[src/rtl/pngcsc_size_calc.sv]
`timescale 1ns / 1ps
// ---------------------------------------------------------------------------
// pngcsc_size_calc
// Registered width*height product and the clamped byte size (area*8).
// ---------------------------------------------------------------------------
module pngcsc_size_calc (
    input  logic        aclk,
    input  logic [31:0] img_width,
    input  logic [31:0] img_height,
    output logic [63:0] out_size
);
    logic [63:0] area_reg;

    always_ff @(posedge aclk) begin
        area_reg <= {32'd0, img_width} * {32'd0, img_height};
    end

    // zero area, or area above 2^61-1, reports zero
    assign out_size = ((area_reg != 64'd0) && (area_reg[63:61] == 3'd0)) ?
                      {area_reg[60:0], 3'd0} : 64'd0;

endmodule

[config.mk]
export PLATFORM = sky130hd
export DESIGN_NAME = pngcsc_size_calc
export DESIGN_NICKNAME = d
export VERILOG_FILES = /design/src/rtl/pngcsc_size_calc.sv
export SDC_FILE = /design/constraint.sdc
export NUM_CORES = 2
export LEC_CHECK = 0
export BUFFER_PORTS_ARGS = -buffer_cell sky130_fd_sc_hd__buf_2
export CAP_MARGIN = 20
export CORE_ASPECT_RATIO = 2
export CORE_UTILIZATION = 50
export CTS_BUF_LIST = sky130_fd_sc_hd__clkbuf_8 sky130_fd_sc_hd__clkbuf_16
export DETAILED_ROUTE_END_ITERATION = 7
export PLACE_DENSITY_LB_ADDON = 0.1
export SKIP_CTS_REPAIR_TIMING = 1
export SYNTH_ARGS = -nofsm -noshare
export SYNTH_HDL_FRONTEND = slang
export SYNTH_SLANG_ARGS = --single-unit
[constraint.sdc]
create_clock -name aclk -period 16.04 [get_ports aclk]
set_clock_uncertainty 0.05 [all_clocks]
set_input_delay 2.406 -clock aclk [delete_from_list [all_inputs] [get_ports aclk]]
set_output_delay 2.406 -clock aclk [all_outputs]
set_load 0.05 [all_outputs]
==> impl_results.md <==
* Status: complete, no violations
* Post-synth top area share at 50.8%
* Critical Path Source Type: primary input
* Final non-filler cell total at between 4000 and 5000
* First-pass GRT wire length at 170000 um
* Minimum clock period after layout at 10.11 ns
* CTS buffer count at 9
* Detailed placement HPWL at 91100 um
* Max incr delay on CP at about 0.63 ns
* Delay-heaviest family, CP: adder cells
* Cells after Synth at 3887
* Wire per inst at about 24 um
* Required @ worst endpoint at 16.20 ns
* Die area at 71800 um2
* Crit-path most repeated cell: fa_1
* Crit-path cells: buf_2, and2_1, fa_1, fa_1, inv_1, fa_1, fa_1, fa_1, inv_1, fa_1, fa_1, fa_1, ha_1, nand4_1, nor3_1, nand4_1, a311oi_1, nor2_1, o31ai_2, a31oi_1, xnor2_1
* Hold/Removal Path Class: primary input to register
* Placed Cells at 4699
* Ys Warns at 0
* Via density at 5.55
* Slowest cell on crit path: fa_1
* Final wirelength at 113000 um
* Max cap viols at 0
* Fmax at 98.9 MHz
* Final Max Slew Viols at 0
* Initial antenna violation count at 3
* Commonest register cell after synthesis: dfxtp_1
* Cell Area, Synth at 35300 um2
* CP Capture Type: register
* Crit path max fanout at 32
* TritonCTS clock tree: yes
* Hold Violations, Final at 0
* Growth of design area from synthesis to finish at 3.63%
* Total negative slack at 0 ns
* Largest register FFs at 64
* Detailed-route DRC error count at 0
* Final ANT Viol Nets at 0
* DR iter-0 viols at 1089
* Crit share post-route at 63.0%
* Rel. slew slack at 39.3%
* Synth Register Bits at 64
* Aggregate global-route resource usage at 32.7%
* Clock sinks at 64
* Routability cong. at approximately 0.95
* Initial Util at between 50% and 60%
* Syn avg cell area at 9.09 um2
* PortBufs at 125
* Number of global-route vias before repair at 29000
* Row count at between 100 and 150
* Root Buffer Master: clkbuf_16
* Post-synth EDFFs at 0
* Slew @ Worst Pin at just over 0.9 ns
* Clk buf depth at 2
* Final setup viols at 0
* Die Height at around 380 um
* Worst Path Buf+Inv at 3
* Drt first pass iters at 8
* Core area at approximately 70000 um2
* Largest cells by area after synthesis: fa_1 (51%), and2_1 (12%), ha_1 (9.3%)
* Boundary Pins at about 130
* Die width at 190 um
* Reg clk slew, reported paths at 0.06 ns
* WS Path Type: primary input to register
* Nets at 5031
* Seq/Total Area, Yosys at approximately 3.6%
* Post-synth ARST share at 0%
* Critical Path AT at 10.27 ns
* Unrepaired setup endpoints after global routing: no
* Maximum number of pins on one net before global-route repair at 62
* GRT overflow at 0
* Area leader, netlist: fa_1
* Via count at 26200
* # H-tree levels at 3
* Distinct cells, synth at 58
* Layout cells sized above 1 at 4.28%
[cell usage in the layout, fill, tap and decap left out, drive strengths merged, types with 3 or more instances in the layout]
master,n
fa,896
inv,867
and2,662
nand2,479
ha,263
buf,135
a21oi,82
dfxtp,64
nor2,51
o21ai,47
xnor2,42
nand4,28
a21o,24
xor2,20
nor4,19
nand3,13
o21bai,12
nor3,11
nand2b,10
clkbuf,10
o211ai,9
a31oi,8
o21a,7
diode,6
nor2b,6
o2111ai,4
a2111oi,4
a211oi,3
conb,3
o31ai,3
a22oi,3
and3,3
a21boi,3
clkinv,3
[routing by layer]
layer | routed length (um) | vias up | part of all wire (%) | GRT usage (%)
met5 | 11 | - | 0.0097 | 0
met3 | 4400 | 437 | 3.9 | 3.24
met2 | 63500 | 907 | 56 | 62.5
met4 | 12300 | 2 | 11 | 28.9
met1 | 32700 | 13700 | 29 | 30.1
li1 | - | 11100 | - | -
[layout make-up]
type	count	area (um2)
fill	6721	33200
multi-input combinational	2731	29900
inverter	866	3250
sequential	64	1280
tap	903	1130
timing repair buffer	135	701
clock buffer	10	239
clock inverter	6	60.1
antenna	6	15.0
[Yosys cell counts, types with 6 or more instances]
master    count
o211ai_1      7
buf_2         7
a21oi_1      82
nand3_1      13
clkbuf_1    215
fa_1        896
a21o_1       24
a31oi_1       8
xnor2_1      42
nor2_1       51
o21a_1        7
o21ai_0      46
dfxtp_1      64
nor3_1       11
and2_1      661
o21bai_1     12
ha_1        263
nand2_1     479
inv_1       866
xor2_1       20
nand4_1      28
nor4_1       19
nor2b_1       6
nand2b_1     10
[final timing paths]
| kind | from | to | slack [ns] | cells after the start |
|---|---|---|---|---|
| min | img_width[0] | area_reg[0]$_DFF_P_ | 2.65 | 3 |
| max | img_height[9] | area_reg[59]$_DFF_P_ | 5.93 | 21 |
[worst min-delay path: stages]
cell and delay, ns:
buf_2 0.10, buf_4 0.25, and2_1 0.22
[kinds of logic after synthesis]
logic type,share of synthesized area [%]
adders and majority gates,60.1
other,0.0106
buffers and inverters,11.7
and+or+nand+nor,19.0
xor gates and xnor gates,1.54
AOI/OAI and AO/OA,4.04
DFF,3.63
[per-stage QoR]
step           hold slack [ns]  instance area, um2  setup slack [ns]  utilization (%)
2_1_floorplan             2.48               35300              7.14                -
3_3_place_gp              2.96               36300              5.71             52.0
3_5_place_dp              2.97               36300              5.65             52.0
4_1_cts                   2.66               36600              5.93             52.4
6_report                  2.65               36600              5.93             52.5
5_1_grt                   2.66               36600              5.68             52.4
Power is left out: the tool's default activity adds up to more than one toggle a clock period on the data nets, which glitch-free logic cannot reach.
